$ cat src/sv/dmst_pkg.sv
// ----------------------------------------------------------------------------
// Score table package
// Shared types, field widths and codes of the direct-mapped score table.
// ----------------------------------------------------------------------------
package dmst_pkg;

  localparam int unsigned KEY_W   = 64;
  localparam int unsigned PLY_W   = 8;
  localparam int unsigned MOVE_W  = 16;
  localparam int unsigned DEPTH_W = 8;
  localparam int unsigned SCORE_W = 16;
  localparam int unsigned BOUND_W = 2;
  localparam int unsigned MATE_W  = 15;

  localparam logic [MATE_W-1:0] MATE_BOUND_RESET = 15'd31000;

  localparam logic OP_PROBE = 1'b0;
  localparam logic OP_WRITE = 1'b1;

  localparam logic [BOUND_W-1:0] BOUND_NONE  = 2'd0;
  localparam logic [BOUND_W-1:0] BOUND_UPPER = 2'd1;
  localparam logic [BOUND_W-1:0] BOUND_LOWER = 2'd2;
  localparam logic [BOUND_W-1:0] BOUND_EXACT = 2'd3;

  typedef struct packed {
    logic [KEY_W-1:0]          key;
    logic [MOVE_W-1:0]         move;
    logic signed [SCORE_W-1:0] score;
    logic signed [DEPTH_W-1:0] depth;
    logic [BOUND_W-1:0]        bound;
  } slot_t;

  typedef struct packed {
    logic rd;
    logic wr;
  } mem_req_t;

  typedef enum logic [2:0] {
    ST_CLEAR,
    ST_IDLE,
    ST_INDEX,
    ST_READ,
    ST_EVAL
  } state_t;

endpackage

$ cat src/sv/dmst_mate_adj.sv
// ----------------------------------------------------------------------------
// Mate score adjustment
// Moves a mate score away from zero by ply on store, or toward zero on load,
// saturating to the signed 16-bit range. Other scores pass unchanged.
// ----------------------------------------------------------------------------
module dmst_mate_adj (
  input  logic signed [dmst_pkg::SCORE_W-1:0] score,
  input  logic [dmst_pkg::PLY_W-1:0]          ply,
  input  logic [dmst_pkg::MATE_W-1:0]         mate_bound,
  input  logic                                to_table,
  output logic signed [dmst_pkg::SCORE_W-1:0] adjusted
);
  import dmst_pkg::*;

  localparam logic signed [SCORE_W+1:0] SAT_MAX = (SCORE_W + 2)'(32767);
  localparam logic signed [SCORE_W+1:0] SAT_MIN = -(SCORE_W + 2)'(32768);

  logic signed [SCORE_W:0]   wide;
  logic [SCORE_W:0]          mag;
  logic                      is_mate;
  logic                      positive;
  logic signed [SCORE_W+1:0] sum;
  logic signed [SCORE_W+1:0] ply_ext;

  always_comb begin
    wide     = {score[SCORE_W-1], score};
    mag      = score[SCORE_W-1] ? unsigned'(-wide) : unsigned'(wide);
    is_mate  = mag >= {2'b00, mate_bound};
    positive = !score[SCORE_W-1] && (score != '0);
    ply_ext  = signed'({{(SCORE_W + 2 - PLY_W){1'b0}}, ply});
    if (positive == to_table) begin
      sum = {{2{score[SCORE_W-1]}}, score} + ply_ext;
    end else begin
      sum = {{2{score[SCORE_W-1]}}, score} - ply_ext;
    end
    if (!is_mate) begin
      adjusted = score;
    end else if (sum > SAT_MAX) begin
      adjusted = SAT_MAX[SCORE_W-1:0];
    end else if (sum < SAT_MIN) begin
      adjusted = SAT_MIN[SCORE_W-1:0];
    end else begin
      adjusted = sum[SCORE_W-1:0];
    end
  end

endmodule

$ cat config.mk
export PLATFORM = sky130hd
export DESIGN_NAME = dmst_mate_adj
export DESIGN_NICKNAME = d
export VERILOG_FILES = /design/src/sv/dmst_pkg.sv /design/src/sv/dmst_mate_adj.sv
export SDC_FILE = /design/constraint.sdc
export NUM_CORES = 1
export LEC_CHECK = 0
export ABC_AREA = 1
export BUFFER_PORTS_ARGS = -buffer_cell sky130_fd_sc_hd__buf_2
export CAP_MARGIN = 25
export CORE_MARGIN = 8
export CORE_UTILIZATION = 50
export DETAILED_ROUTE_END_ITERATION = 12
export GPL_TIMING_DRIVEN = 1
export PLACE_DENSITY = 0.76
export SLEW_MARGIN = 20
export SYNTH_ARGS = -nofsm -noshare
export SYNTH_HDL_FRONTEND = slang
export SYNTH_SLANG_ARGS = --single-unit
$ cat constraint.sdc
create_clock -name vclk -period 5.96
set_input_delay 0.298 -clock vclk [all_inputs]
set_output_delay 0.298 -clock vclk [all_outputs]
set_load 0.005 [all_outputs]
; ---- Word-level counts from Yosys, hierarchy flattened
; Index checks and enable logic that the tools add are counted.
[word_totals]
latch_bits = 0
romBits = 0
in_bits = 40
elab_cells = 15
ram_bits = 0
ff_bits = 0
memories = 0
output_inout_bits = 16
[op_classes]
mux = 5
n_div = 0
addsub = 3
multipliers = 0
bitwise_logic = 0
order_cmp = 3
n_reduce_logical = 3
shifts = 0
n_eq_ne = 1
[ops]
columns = operator, count
row1 = $mux W16, 3
row2 = $gt A18 B16 Y1 const B, 1
row3 = $lt A18 B16 Y1 const B, 1
row4 = $mux W18, 1
row5 = $add A16 B9 Y17, 1
row6 = $ge A17 B15 Y1, 1
row7 = $mux W17, 1
row8 = $neg A16 Y17, 1
row9 = $sub A16 B9 Y17, 1
row10 = $reduce_bool A16 Y1, 1
row11 = $eq A1 B1 Y1, 1
row12 = $logic_and A1 B1 Y1, 1
row13 = $logic_not A1 Y1, 1

; ---- Depth between registers and ports, before layout
[logic_depth]
depth_word = 8
ltp_mapped = 27
mapped_depth_nobuf = 25

; ---- Worst setup path before layout
; No wires, ideal clock.
[synth_timing]
path_type = input to output
from = input port score[1] (netlist name)
to = output port adjusted[10] (netlist name)
arrival_time_ps = 2964
t_required_ps = 5662
setup_slack_ps = 2698
stages = 25
cell_sequence = inv_1 -> ha_1 -> nand2_2 -> nor2_4 -> nand2_2 -> nand2_2 -> nand2_4 -> nand2_1 -> buf_2 -> nand2_1 -> o21ai_0 -> inv_1 -> fa_1 -> o21ai_2 -> nand2_1 -> nand2_1 -> nand2_1 -> nand3_1 -> nand3_2 -> nand2_2 -> nand3_4 -> buf_6 -> nand2_1 -> nand2_1 -> nand2_1
[synth_via]
elab_chain_cells = 8
[synth_rtl]
columns = item, line_no
row1 = "start, declared", dmst_mate_adj.sv:7  ; input logic signed [dmst_pkg::SCORE_W-1:0] score,
row2 = "parallel branches: the longest is 7 deep, another holds $lt A18 B16 Y1", n/a
row3 = $mux W16 *, dmst_mate_adj.sv:36  ; if (!is_mate) begin
row4 = "end, declared", dmst_mate_adj.sv:11  ; output logic signed [dmst_pkg::SCORE_W-1:0] adjusted
; Every way passes the cells marked *.

; ---- Worst setup path after layout
[layout_timing]
from = input port score[1] (netlist name)
to = output port adjusted[8] (netlist name)
; The elaborated chain is that of the path after synthesis.

==> key figures <==
Global route
  • GRT overflow: 0
  • First-pass GRT wire length: 10.6 mm
  • Initial antenna violation count: 0
  • Gr usage total: 0.170
  • Vias in the first global route: 2458
  • Pin count of the biggest net entering global routing: 18

Synthesis
  • Top cell type's share of synthesized area: 0.225
  • Syn nets: 483
  • Syn_area_per_cell: 5.59 um2
  • Synthesized area: 0.00228 mm2
  • Cell count after synthesis: 408
  • Synth unique cells: 36
  • Synth Warn #: 0
  • Synth top cells by count: nand2_1, inv_1, nor2_1
  • Count leader, synth: nand2_1
  • Largest cells by area after synthesis: nand2_1, ha_1, inv_1
  • Post-synthesis sequential area ratio: 0
  • Area leader, netlist: nand2_1

Critical path
  • Critical path fanouts, max: 13
  • Crit path launch type: input port
  • Worst Path Required: 5.66 ns
  • Crit Path Class: input port to output pin
  • WP data arrival: 3.69 ns
  • CP Capture Type: output pin

Hold path
  • Hold Path Origin: score[1]
  • Hold Path Class: input port to output pin
  • Min-Delay Path Depth: 4
  • Hold Path Sink: adjusted[1]

Timing
  • Final setup viols: 0
  • Worst setup margin: 1.97 ns
  • Time the worst path needs with I/O delays and setup: 3.99 ns
  • Unrepaired setup endpoints after global routing: no
  • Final setup TNS: 0 ns
  • Slew margin rel.: 0.651
  • Peak Freq: 251 MHz
  • Final period util: 0.669
  • Final hold slack: 0.929 ns
  • Fin. Hold Viols: 0
  • Worst Tran Pin Value: 0.522 ns
  • Slew Limit Fails: 0

Run status
  • Status: finished clean

Finish
  • Share of post-route cells with drive strength above 1: 0.173
  • Final Non-Filler Cells: 509
  • Synth-to-layout area growth: 12.7%
  • CLK BUF: 0
  • NumNets Final: 534
  • Fin util: 0.586
  • Fin area: 0.00257 mm2
  • Register area: 0 um2
  • Seq Cell Count: 0
  • Ant diodes: 0

Placement
  • Post-DP Area: 0.00257 mm2
  • GP Congestion: 1.00
  • Pre-CTS setup slack: 2.00 ns
  • Placed cells: 509
  • IO Port Bufs: 56
  • Detailed Place HPWL: 5.36 mm

Clocking
  • Buffer count from post-CTS setup fixing: 0
  • Cts repair resizes: 0
  • Post-CTS Hold Buffers: 0

Pwr
  • Final Power: 361 uW
  • P_leak: 1.59 nW
  • Worst vdd ir: 0.0000506 V
  • Cell Pwr Density: 140 mW/mm2

Floorplanning
  • Die Y: 83.5 um
  • Initial core utilization: 0.520
  • Core Region: 0.00438 mm2
  • Die width: 83.5 um
  • Area of the die: 0.00698 mm2
  • # rows: 24
  • I/O pin count: 56

Drt
  • Drt drc: 0
  • Vias per cell: 5.01
  • Routed WL per cell: 12.0 um
  • Final ANT Viol Nets: 0
  • 1st-iter DRT viols: 166
  • Routed wire length: 6.13 mm
  • Vias: 2551
  • Initial DRT Pass Iterations: 4

Flow run
  • Max Cap Viol: 0
[cell families (layout without fill, tap and decap cells)]
| family | Yosys count | after routing | share of synthesized area |
|---|---|---|---|
| compound gates | 47 | 47 | 0.116 |
| xor+xnor | 29 | 29 | 0.111 |
| simple gates | 226 | 226 | 0.448 |
| buf+inv | 71 | 120 | 0.129 |
| fa+ha+maj | 35 | 35 | 0.195 |
[layout make-up]
| class | count | area (um2) |
|---|---|---|
| Tap cell | 52 | 65.1 |
| Inverter | 64 | 240 |
| Timing Repair Buffer | 56 | 280 |
| Multi-Input combinational cell | 337 | 1990 |
| Fill cell | 466 | 1810 |
[layout by cell type, fill, tap and decap left out, types with 2 or more instances in the layout]
master / Yosys / final
nor3_1: 7 / 7
o21ai_0: 7 / 7
nand3_2: 3 / 3
nand3_1: 16 / 16
inv_1: 63 / 63
nand2_2: 7 / 7
xnor2_1: 5 / 5
nor2_1: 39 / 39
o21ai_1: 2 / 2
nand3b_1: 2 / 2
nand4_1: 3 / 3
a21oi_1: 26 / 26
ha_1: 34 / 34
xor2_1: 24 / 24
a31oi_1: 2 / 2
o21bai_1: 3 / 3
a21o_1: 2 / 2
buf_2: 2 / 56
nand3_4: 3 / 3
nand2_1: 137 / 137
nor2_2: 4 / 4
[per-layer routing]
layer,wire [um],GRT usage
met2,2760,0.303
met5,0,0
met4,57,0.0173
met1,2980,0.219
met3,324,0.0146
[power by group]
part / leakage [nW] / internal (mW) / switching, mW
Sequential: 0 / 0 / 0
Combinational: 1.59 / 0.139 / 0.222
Clock: 0 / 0 / 0
Total: 1.59 / 0.139 / 0.222
[critical path, cell delays in order]
cell	delay, ns
buf_2	0.12
inv_1	0.11
ha_1	0.20
nand2_2	0.09
nor2_4	0.13
nand2_2	0.11
nand3_4	0.11
nand2_1	0.21
nor2_1	0.18
xor2_1	0.16
inv_1	0.06
ha_1	0.33
a21oi_1	0.14
nand2_1	0.12
nand3_1	0.09
nand2_1	0.12
nand3b_1	0.13
nand3_1	0.15
nand2_1	0.12
nand3_2	0.24
nand2_1	0.16
nand2_1	0.07
nand2_1	0.06
nand2_1	0.05
buf_2	0.12
[how the worst max path moves through the flow]
stage	slack (ns)	start	endpoint
after CTS	1.99	score[1]	adjusted[6]
final	1.97	score[1]	adjusted[8]
after floorplan	2.70	score[1]	adjusted[10]
after global placement	2.08	score[1]	adjusted[6]
after global routing	1.48	score[1]	adjusted[8]
after detailed placement	2.00	score[1]	adjusted[6]
(Power assumes the default switching activity.)
