--- src/sv/dmst_pkg.sv ---
// ----------------------------------------------------------------------------
// Score table package
// Shared types, field widths and codes of the direct-mapped score table.
// ----------------------------------------------------------------------------
package dmst_pkg;

  localparam int unsigned KEY_W   = 64;
  localparam int unsigned PLY_W   = 8;
  localparam int unsigned MOVE_W  = 16;
  localparam int unsigned DEPTH_W = 8;
  localparam int unsigned SCORE_W = 16;
  localparam int unsigned BOUND_W = 2;
  localparam int unsigned MATE_W  = 15;

  localparam logic [MATE_W-1:0] MATE_BOUND_RESET = 15'd31000;

  localparam logic OP_PROBE = 1'b0;
  localparam logic OP_WRITE = 1'b1;

  localparam logic [BOUND_W-1:0] BOUND_NONE  = 2'd0;
  localparam logic [BOUND_W-1:0] BOUND_UPPER = 2'd1;
  localparam logic [BOUND_W-1:0] BOUND_LOWER = 2'd2;
  localparam logic [BOUND_W-1:0] BOUND_EXACT = 2'd3;

  typedef struct packed {
    logic [KEY_W-1:0]          key;
    logic [MOVE_W-1:0]         move;
    logic signed [SCORE_W-1:0] score;
    logic signed [DEPTH_W-1:0] depth;
    logic [BOUND_W-1:0]        bound;
  } slot_t;

  typedef struct packed {
    logic rd;
    logic wr;
  } mem_req_t;

  typedef enum logic [2:0] {
    ST_CLEAR,
    ST_IDLE,
    ST_INDEX,
    ST_READ,
    ST_EVAL
  } state_t;

endpackage

--- src/sv/dmst_index.sv ---
// ----------------------------------------------------------------------------
// Slot index unit
// Reduces a position hash modulo the table size. A power-of-two size is a
// plain bit slice; any other size is reduced four hash bits per cycle.
// ----------------------------------------------------------------------------
module dmst_index #(
  parameter int unsigned ENTRIES = 65536
) (
  input  logic                          clk,
  input  logic                          rst,
  input  logic                          start,
  input  logic [dmst_pkg::KEY_W-1:0]    hash,
  output logic                          done,
  output logic [$clog2(ENTRIES)-1:0]    index
);
  import dmst_pkg::*;

  localparam int unsigned IDX_W = $clog2(ENTRIES);
  localparam bit          POW2  = (ENTRIES & (ENTRIES - 1)) == 0;

  generate
    if (POW2) begin : g_pow2
      always_ff @(posedge clk) begin
        if (rst) begin
          done <= 1'b0;
        end else begin
          done <= start;
        end
        if (start) begin
          index <= hash[IDX_W-1:0];
        end
      end
    end else begin : g_serial
      localparam int unsigned STEP_BITS = 4;
      localparam int unsigned STEPS     = KEY_W / STEP_BITS;
      localparam int unsigned CNT_W     = $clog2(STEPS);
      localparam logic [IDX_W:0] MODULUS = (IDX_W + 1)'(ENTRIES);

      logic [KEY_W-1:0] shift;
      logic [CNT_W-1:0] count;
      logic             busy;
      logic [IDX_W-1:0] rem_next;

      always_comb begin
        logic [IDX_W:0] t;
        rem_next = index;
        for (int i = 0; i < STEP_BITS; i++) begin
          t = {rem_next, shift[KEY_W-1-i]};
          if (t >= MODULUS) begin
            t = t - MODULUS;
          end
          rem_next = t[IDX_W-1:0];
        end
      end

      always_ff @(posedge clk) begin
        if (rst) begin
          busy <= 1'b0;
          done <= 1'b0;
        end else if (start) begin
          busy <= 1'b1;
          done <= 1'b0;
        end else if (busy) begin
          if (count == CNT_W'(STEPS - 1)) begin
            busy <= 1'b0;
            done <= 1'b1;
          end
        end else begin
          done <= 1'b0;
        end
        if (start) begin
          shift <= hash;
          index <= '0;
          count <= '0;
        end else if (busy) begin
          shift <= shift << STEP_BITS;
          index <= rem_next;
          count <= count + 1'b1;
        end
      end
    end
  endgenerate

endmodule

--- config.mk ---
export PLATFORM = sky130hd
export DESIGN_NAME = dmst_index
export DESIGN_NICKNAME = d
export VERILOG_FILES = /design/src/sv/dmst_pkg.sv /design/src/sv/dmst_index.sv
export SDC_FILE = /design/constraint.sdc
export NUM_CORES = 1
export LEC_CHECK = 0
export ABC_CLOCK_PERIOD_IN_PS = 800
export BUFFER_PORTS_ARGS = -buffer_cell sky130_fd_sc_hd__buf_2
export CORE_MARGIN = 2
export CORE_UTILIZATION = 24
export CTS_BUF_LIST = sky130_fd_sc_hd__clkbuf_8 sky130_fd_sc_hd__clkbuf_16
export DETAILED_ROUTE_END_ITERATION = 6
export PLACE_DENSITY_LB_ADDON = 0.25
export SETUP_SLACK_MARGIN = 0.02
export SLEW_MARGIN = 20
export SYNTH_ARGS = -nofsm -noshare
export SYNTH_HDL_FRONTEND = slang
export SYNTH_SLANG_ARGS = --single-unit
--- constraint.sdc ---
create_clock -name clk -period 0.8 [get_ports clk]
set_clock_uncertainty 0.15 [all_clocks]
set_input_delay 0.04 -clock clk [delete_from_list [all_inputs] [get_ports clk]]
set_output_delay 0.04 -clock clk [all_outputs]
set_load 0.01 [all_outputs]
* Word-level counts from Yosys, hierarchy flattened *
Cells that the tools add are included.

storage, ports and cells
  bits in registers = 17
  output and inout bits = 17

* Logic depth before layout (Yosys ltp) *
Gate-level depths: netlist of the first run.

  word-level depth = 0
  mapped depth = 1
  gate-level depth less buffers = 1

* Worst setup path after synthesis of the first run *
OpenSTA, ideal clock, no wires.

  path kind = reg-to-output
  start point = reg index[0]
  end point = out index[0]
  arrival = 0.394 ns
  slack = 0.216 ns
  cell stages (with the launch flop) = 1
  path through = edfxtp_1

RTL lines
  item                    line              text
  start, declared         dmst_index.sv:14  output logic [$clog2(ENTRIES)-1:0] index
  start signal, assigned  dmst_index.sv:30  index <= hash[IDX_W-1:0];

No word-level cell between the ends.

* Final worst setup path of the first run *
  start point = reg index[11]
  end point = out index[11]

No word-level cell between the ends.

==> qor.yml, run 1 <==
status: "finished, violations left"
place_inst: 81
antenna_found_initial: 0
numPortBuffers: 35
holdPathStages: 1
syn_inst: 18
final_core_util_pct: 40.28
nets: 127
slew_headroom_pct: 93.89
ys_top_cells_by_count: "edfxtp_1, dfxtp_1, nor2b_4"
root_buffer: "clkbuf_8"
synth_edf_count: 16
cts_max_level: 1
route.detailed.drc: 0
crit_buf_inv: 1
synth_area_leaders: "edfxtp_1, dfxtp_1, nor2b_4"
postRouteWirelength_um: 817
grt_pass1_vias: 331
final_hold_viol_count: 16
violations: "negative hold slack, negative setup slack"
synth_top_area_share_pct: 93.43
yosysTopAreaCell: "edfxtp_1"
crit_slowest_cell: "edfxtp_1"
ant_nets: 0
p_leak_nw: 0.3512
clkSlewWorstSetupHoldPaths_ns: 0.06
ios: 84
die_h_um: 50.29
critPathMaxFanout: 1
rsz0062_at_grt: "yes"
grtUsageTotal_pct: 7.497
holdBufCountCts: 1
crit_family: "flip-flops"
placed_area_um2: 743.2
whs_endpoint: "index[13]"
initial_core_util_pct: 25.95
ys_seq_area_share_pct: 97.32
cts_setup_buffers: 0
dr_total_vias: 318
grt_max_degree: 18
cts_made_buffers: 3
hold_slack_ns: -0.1789
die-area_um2: 2529
setup_violations: 17
syn_to_final_growth_pct: 55.23
core.rowCount: 16
synthFlopType: "edfxtp_1"
worstPathRequired_ns: 0.61
min_path_type: "primary input to flop"
period_needed_ns: 0.9533
core_um2: 1982
powerDensity_nw_per_um2: 2279
fmax_mhz: 1049
critPathKind: "flop to output port"
yosysWarnings: 0
clockBufferDepth: 2
slowest_delay_ns: 0.37
cts_resized: 0
synthArstFlopShare_pct: 0
syn_area_um2: 514.2
tightest_slew_ns: 0.09161
startpoint_type: "flop"
ys_seq_elements: 17
cts_tree: "built"
wl_per_cell_um: 9.500
syn_nets: 85
gp_congestion: 0.6480
instances_no_fill: 86
finish.instance_area_um2: 798.3
cts_num_sinks: 17
drive_above_1_share_pct: 67.80
finalPower_mw: 1.819
peakVddDrop_uv: 1029
setup_tns_ns: -2.130
cp-end-kind: "output port"
fillers: 191
place_ws_ns: 0.05750
fin_crit_sh_pct: 119.2
maxCapViolCount: 0
first_iter_violations: 3
firstDrtPassIters: 4
hp-start: "hash[13]"
yosysUniqueCellTypes: 3
slew_violations: 0
via_per_inst: 3.698
path_cells: "buf_2"
worst-endpoint-arrival_ns: 0.76
synth.avg_cell_area_um2: 28.57
setup_ws_ns: -0.1533
antenna_cells: 0
synth_most_common_cell: "edfxtp_1"
die_w_um: 50.29
grt_pass1_wl_mm: 1.338
grt_overflow: 0
==> per-layer routing <==
layer	global-route usage, %	vias to the layer above	routed length (um)
met5	0	-	0
met4	4.054	0	0
met3	3.274	0	96
met2	12.28	25	402
met1	8.108	140	318
li1	-	153	-
==> timing repair <==
action                     in CTS  in global routing
hold endpoints to repair       17                 16
cloned                          0                  0
setup endpoints to repair      17                 17
==> report_power, final <==
part	total [mW]	internal (mW)	leakage (nW)	switching, mW
Clock	0.579	0.339	0.0269	0.241
Combinational	0.175	0.0901	0.159	0.0853
Sequential	1.06	1.05	0.165	0.0150
==> cell type report <==
type	count	area, um2	area share (%)
sequential	17	500.5	62.70
clock buffer	3	41.29	5.172
tap	27	33.78	4.232
clock inverter	1	3.754	0.4702
multi-input combinational	1	13.76	1.724
timing repair buffer	37	205.2	25.71
==> sequential cells by signal, indices dropped and copies added (netlist names) <==
name / cells
done: 1
index: 16
==> placed cells by master, fill, tap and decap left out <==
cell            n
nor2b_4         1
inv_1           1
clkbuf_8        3
buf_2          35
buf_12          1
dfxtp_1         1
dlygate4sd3_1   1
edfxtp_1       16
==> how the worst max path moves through the flow <==
stage / startpoint / endpoint / slack [ns] / depth (start not counted)
after floorplan: index[0] / index[0] / 0.22 / 0
final: index[11] / index[11] / -0.15 / 1
after detailed placement: start / index[5] / 0.06 / 2
after global routing: index[4] / index[4] / -0.19 / 1
after global placement: start / index[9] / 0.06 / 2
after CTS: index[11] / index[11] / -0.17 / 1
==> kinds of logic (layout without fill, tap and decap cells) <==
family | after synthesis | in the layout | share of synthesized area [%]
flip-flops | 17 | 17 | 97.32
buffers and inverters | 0 | 41 | 0
AND/OR/NAND/NOR | 1 | 1 | 2.676
Note: power is estimated with default switching activity, not from simulation.
==> run 2: changes to the inputs <==
--- a/config.mk
+++ b/config.mk
@@ -11,7 +11,7 @@
 export CORE_UTILIZATION = 24
 export CTS_BUF_LIST = sky130_fd_sc_hd__clkbuf_8 sky130_fd_sc_hd__clkbuf_16
 export DETAILED_ROUTE_END_ITERATION = 6
-export PLACE_DENSITY_LB_ADDON = 0.25
+export PLACE_DENSITY = 0.74
 export SETUP_SLACK_MARGIN = 0.02
 export SLEW_MARGIN = 20
 export SYNTH_ARGS = -nofsm -noshare
==> constraint.sdc (replaced) <==
create_clock -name clk -period 0.8 [get_ports clk]
set_clock_uncertainty 0.15 [all_clocks]
set_input_delay 0.24 -clock clk [delete_from_list [all_inputs] [get_ports clk]]
set_output_delay 0.24 -clock clk [all_outputs]
set_load 0.01 [all_outputs]
==> run 2 against run 1 <==
- the flow finishes with violations (negative setup slack)
- wire length rose by 25%
- flip-flop and latch count did not move
- combinational power rose by 4%
- clock power rose by 3.5%
- hold slack improved by 0.19 ns
- first-iteration DRC count fell by 100%
- die area did not move
- fmax fell by 18%
- clock-buffer cell count did not move
- sequential power barely moved
- non-clock buffer count fell by 1
==> qor.yml, run 2 (synthesized netlist as in run 1, its figures left out) <==
status: "finished, violations left"
violations: "negative setup slack"
period_needed_ns: 1.166
grt_max_degree: 18
cts_num_sinks: 17
peakVddDrop_uv: 1285
crit_path_end: "index[0]"
antenna_cells: 0
rsz0062_at_grt: "yes"
grtUsageTotal_pct: 9.247
grt_pass1_wl_mm: 1.566
worstPathRequired_ns: 0.41
final_core_util_pct: 39.77
min_path_type: "primary input to flop"
finish.instance_area_um2: 788.3
slew_violations: 0
setup_tns_ns: -5.678
die_w_um: 50.29
ios: 84
cp-startpoint: "index[0]"
cts_made_buffers: 3
postRouteWirelength_mm: 1.024
nets: 126
fillers: 195
core_um2: 1982
regArea_um2: 500.5
cts_resized: 0
syn_to_final_growth_pct: 53.28
multi_input_comb_area_um2: 13.76
hold_slack_ns: 0.01530
final_hold_viol_count: 0
crit_family: "flip-flops"
setup_violations: 17
firstDrtPassIters: 1
placed_area_um2: 743.2
die_h_um: 50.29
startpoint_type: "flop"
holdBufCountCts: 0
top_register: "index"
drive_above_1_share_pct: 68.97
setup_ws_ns: -0.3655
ant_nets: 0
tightest_slew_ns: 0.09303
cts_setup_buffers: 0
clkSlewWorstSetupHoldPaths_ns: 0.06
cp-end-kind: "output port"
antenna_found_initial: 0
p_leak_nw: 0.3470
wl_per_cell_um: 12.05
critPathMaxFanout: 1
core.rowCount: 16
critPathKind: "flop to output port"
gp_congestion: 0.6268
numPortBuffers: 35
route.detailed.drc: 0
fmax_mhz: 858.0
fin_crit_sh_pct: 145.7
dr_total_vias: 308
reg_top3: "index (16), done (1)"
via_per_inst: 3.624
instances_no_fill: 85
holdPathStages: 1
crit_buf_inv: 1
cts_max_level: 1
place_inst: 81
largest_register_ffs: 16
first_iter_violations: 0
slowest_delay_ns: 0.37
layout_commonest_cell: "buf_2"
maxCapViolCount: 0
grt_pass1_vias: 321
root_buffer: "clkbuf_8"
worstSetupPathDepth: 1
worst-endpoint-arrival_ns: 0.78
clockBufferDepth: 2
cts_tree: "built"
layout_common_cells: "buf_2, edfxtp_1, clkbuf_8"
powerDensity_nw_per_um2: 2340
path_cells: "buf_2"
slew_headroom_pct: 93.80
grt_overflow: 0
crit_slowest_cell: "edfxtp_1"
die-area_um2: 2529
initial_core_util_pct: 25.95
run 2: final cells by class:
| type | count | share of cell area, % |
|---|---|---|
| Clock buffer | 3 | 5.238 |
| Tap cell | 27 | 4.286 |
| Clock inverter | 1 | 0.4762 |
| Timing Repair Buffer | 36 | 24.76 |
| Sequential cell | 17 | 63.49 |
| Multi-Input combinational cell | 1 | 1.746 |
run 2: worst min-delay path by stage:
stage,start,end,slack (ns)
3_5_place_dp,hash[6],index[6],0.27
6_report,hash[14],index[14],0.02
5_1_grt,hash[6],index[6],0.007
3_3_place_gp,hash[15],index[15],0.27
4_1_cts,hash[6],index[6],0.01
2_1_floorplan,rst,done,0.15
run 2: report_power, final:
group,switching [mW],internal (mW)
logic,0.0951,0.0873
registers,0.0141,1.05
clock network,0.260,0.340
run 2: routing by layer:
layer  up-vias  track usage, %  wire length [um]
met3         5           2.679               102
met1       126           12.70               517
met4         0           9.459                40
li1        149               -                 -
met2        28           10.96               364
met5         -               0                 0
run 2: per-stage QoR:
| step | power [mW] | setup WS, ns |
|---|---|---|
| after global routing | 1.916 | -0.3927 |
| after detailed placement | 1.268 | -0.1379 |
| after global placement | 1.261 | -0.1320 |
| after floorplan | 1.129 | 0.01616 |
| after CTS | 1.864 | -0.3763 |
| final | 1.844 | -0.3655 |
run 2: what timing repair did:
action	in CTS	in global routing
gates cloned	0	0
hold endpoints to repair	0	0
pin swaps	0	0
setup endpoints to repair	17	17
==> run 3: changes to the inputs <==
--- a/config.mk
+++ b/config.mk
@@ -7,12 +7,13 @@
 export LEC_CHECK = 0
 export ABC_CLOCK_PERIOD_IN_PS = 800
 export BUFFER_PORTS_ARGS = -buffer_cell sky130_fd_sc_hd__buf_2
+export CAP_MARGIN = 25
 export CORE_MARGIN = 2
 export CORE_UTILIZATION = 24
 export CTS_BUF_LIST = sky130_fd_sc_hd__clkbuf_8 sky130_fd_sc_hd__clkbuf_16
 export DETAILED_ROUTE_END_ITERATION = 6
 export PLACE_DENSITY = 0.74
-export SETUP_SLACK_MARGIN = 0.02
+export SETUP_SLACK_MARGIN = 0.3
 export SLEW_MARGIN = 20
 export SYNTH_ARGS = -nofsm -noshare
 export SYNTH_HDL_FRONTEND = slang
==> run 3 against run 2 <==
- the flow still finishes with violations (negative setup slack)
- clock power shrank 1%
- clock-buffer cell count did not move
- wire length is 11% higher
- utilization grew 3.9 points
- sequential share of layout area down 5.5 points
- fmax is 0.27% higher
- hold slack worse by 0.0018 ns
- power grew 2.2%
- first-iteration DRC count grew 4
- die area is the same
- design area grew 9.8%
- largest cell class unchanged
==> qor.yml, run 3 (synthesized netlist as in run 1, its figures left out) <==
status: "finished, violations left"
violations: "negative setup slack"
gp_congestion: 0.6435
antenna_cells: 0
critPathMaxFanout: 1
antenna_found_initial: 0
cts_max_level: 1
first_iter_violations: 4
grt_overflow: 0
hold_slack_ns: 0.01349
nets: 128
grt_pass1_vias: 359
p_leak_nw: 0.3794
setup_ws_ns: -0.3624
fin_crit_sh_pct: 145.3
fillers: 171
period_needed_ns: 1.162
cp-end-kind: "output port"
worst-endpoint-arrival_ns: 0.77
reg_top3: "index (16), done (1)"
wl_per_cell_um: 13.02
grt_max_degree: 10
die_h_um: 50.29
crit_buf_inv: 1
dpl.hpwl_um: 839.8
dr_total_vias: 329
root_buffer: "clkbuf_8"
fmax_mhz: 860.3
clockBufferDepth: 2
rsz0062_at_grt: "yes"
core_um2: 1982
slew_headroom_pct: 94.84
cts_num_sinks: 17
ios: 84
grtUsageTotal_pct: 9.160
largest_register_ffs: 16
worstPathRequired_ns: 0.41
firstDrtPassIters: 4
powerDensity_nw_per_um2: 2177
die_w_um: 50.29
grt_pass1_wl_mm: 1.600
top_register: "index"
finish.instance_area_um2: 865.8
drive_above_1_share_pct: 71.67
die-area_um2: 2529
setup_violations: 17
clkSlewWorstSetupHoldPaths_ns: 0.06
layout_common_cells: "buf_2, edfxtp_1, clkbuf_8"
slowest_delay_ns: 0.37
core.rowCount: 16
syn_to_final_growth_pct: 68.37
cts_setup_buffers: 0
crit_family: "flip-flops"
placed_area_um2: 744.5
path_cells: "buf_2"
final_hold_viol_count: 0
ant_nets: 0
min_path_type: "primary input to flop"
cts_made_buffers: 3
initial_core_util_pct: 25.95
cts_tree: "built"
peakVddDrop_uv: 1252
route.detailed.drc: 0
layout_commonest_cell: "buf_2"
crit_slowest_cell: "edfxtp_1"
slew_violations: 0
via_per_inst: 3.782
critPathKind: "flop to output port"
numPortBuffers: 35
tightest_slew_ns: 0.07741
postRouteWirelength_mm: 1.133
maxCapViolCount: 0
startpoint_type: "flop"
==> run 3: what timing repair did <==
action                                  4_1_cts  5_1_grt
hold buffers                                  0        0
gates cloned                                  2        0
gates resized for setup                       7        0
endpoints found under the setup margin       34       34
==> run 3: report_power, final <==
part / switching, mW / total (mW) / internal (mW)
clock network: 0.253 / 0.592 / 0.339
logic: 0.101 / 0.226 / 0.125
registers: 0.0180 / 1.07 / 1.05
total: 0.371 / 1.89 / 1.51
==> run 3: final timing paths <==
| check | from | endpoint | cells past startpoint |
|---|---|---|---|
| min | rst | done | 2 |
| max | index[0] | index[0] | 1 |
==> run 3: layout make-up <==
cell class	count	area, um2	share of cell area, %
clock buffers	3	41.29	4.769
clock inverters	1	3.754	0.4335
multi-input cells	1	13.76	1.590
flip-flops and latches	17	501.7	57.95
well taps	27	33.78	3.902
repair buffers	38	271.5	31.36
==> run 3: metrics by stage <==
step	util, %	cells	setup WS, ns	TNS [ns]	total power [mW]
after floorplan	-	18	0.01616	0	1.129
after global placement	37.56	81	-0.1310	-3.310	1.260
after detailed placement	37.56	81	-0.1378	-3.664	1.269
after CTS	43.69	87	-0.3774	-5.962	1.911
after global routing	43.69	87	-0.3976	-6.310	1.960
final	43.69	87	-0.3624	-5.746	1.885
==> run 3: metal layers <==
layer	wire (um)	track usage, %	vias to the layer above
li1	-	-	153
met1	484	11.05	151
met2	551	14.47	23
met3	85	2.679	2
met4	10	5.405	0
met5	0	0	-
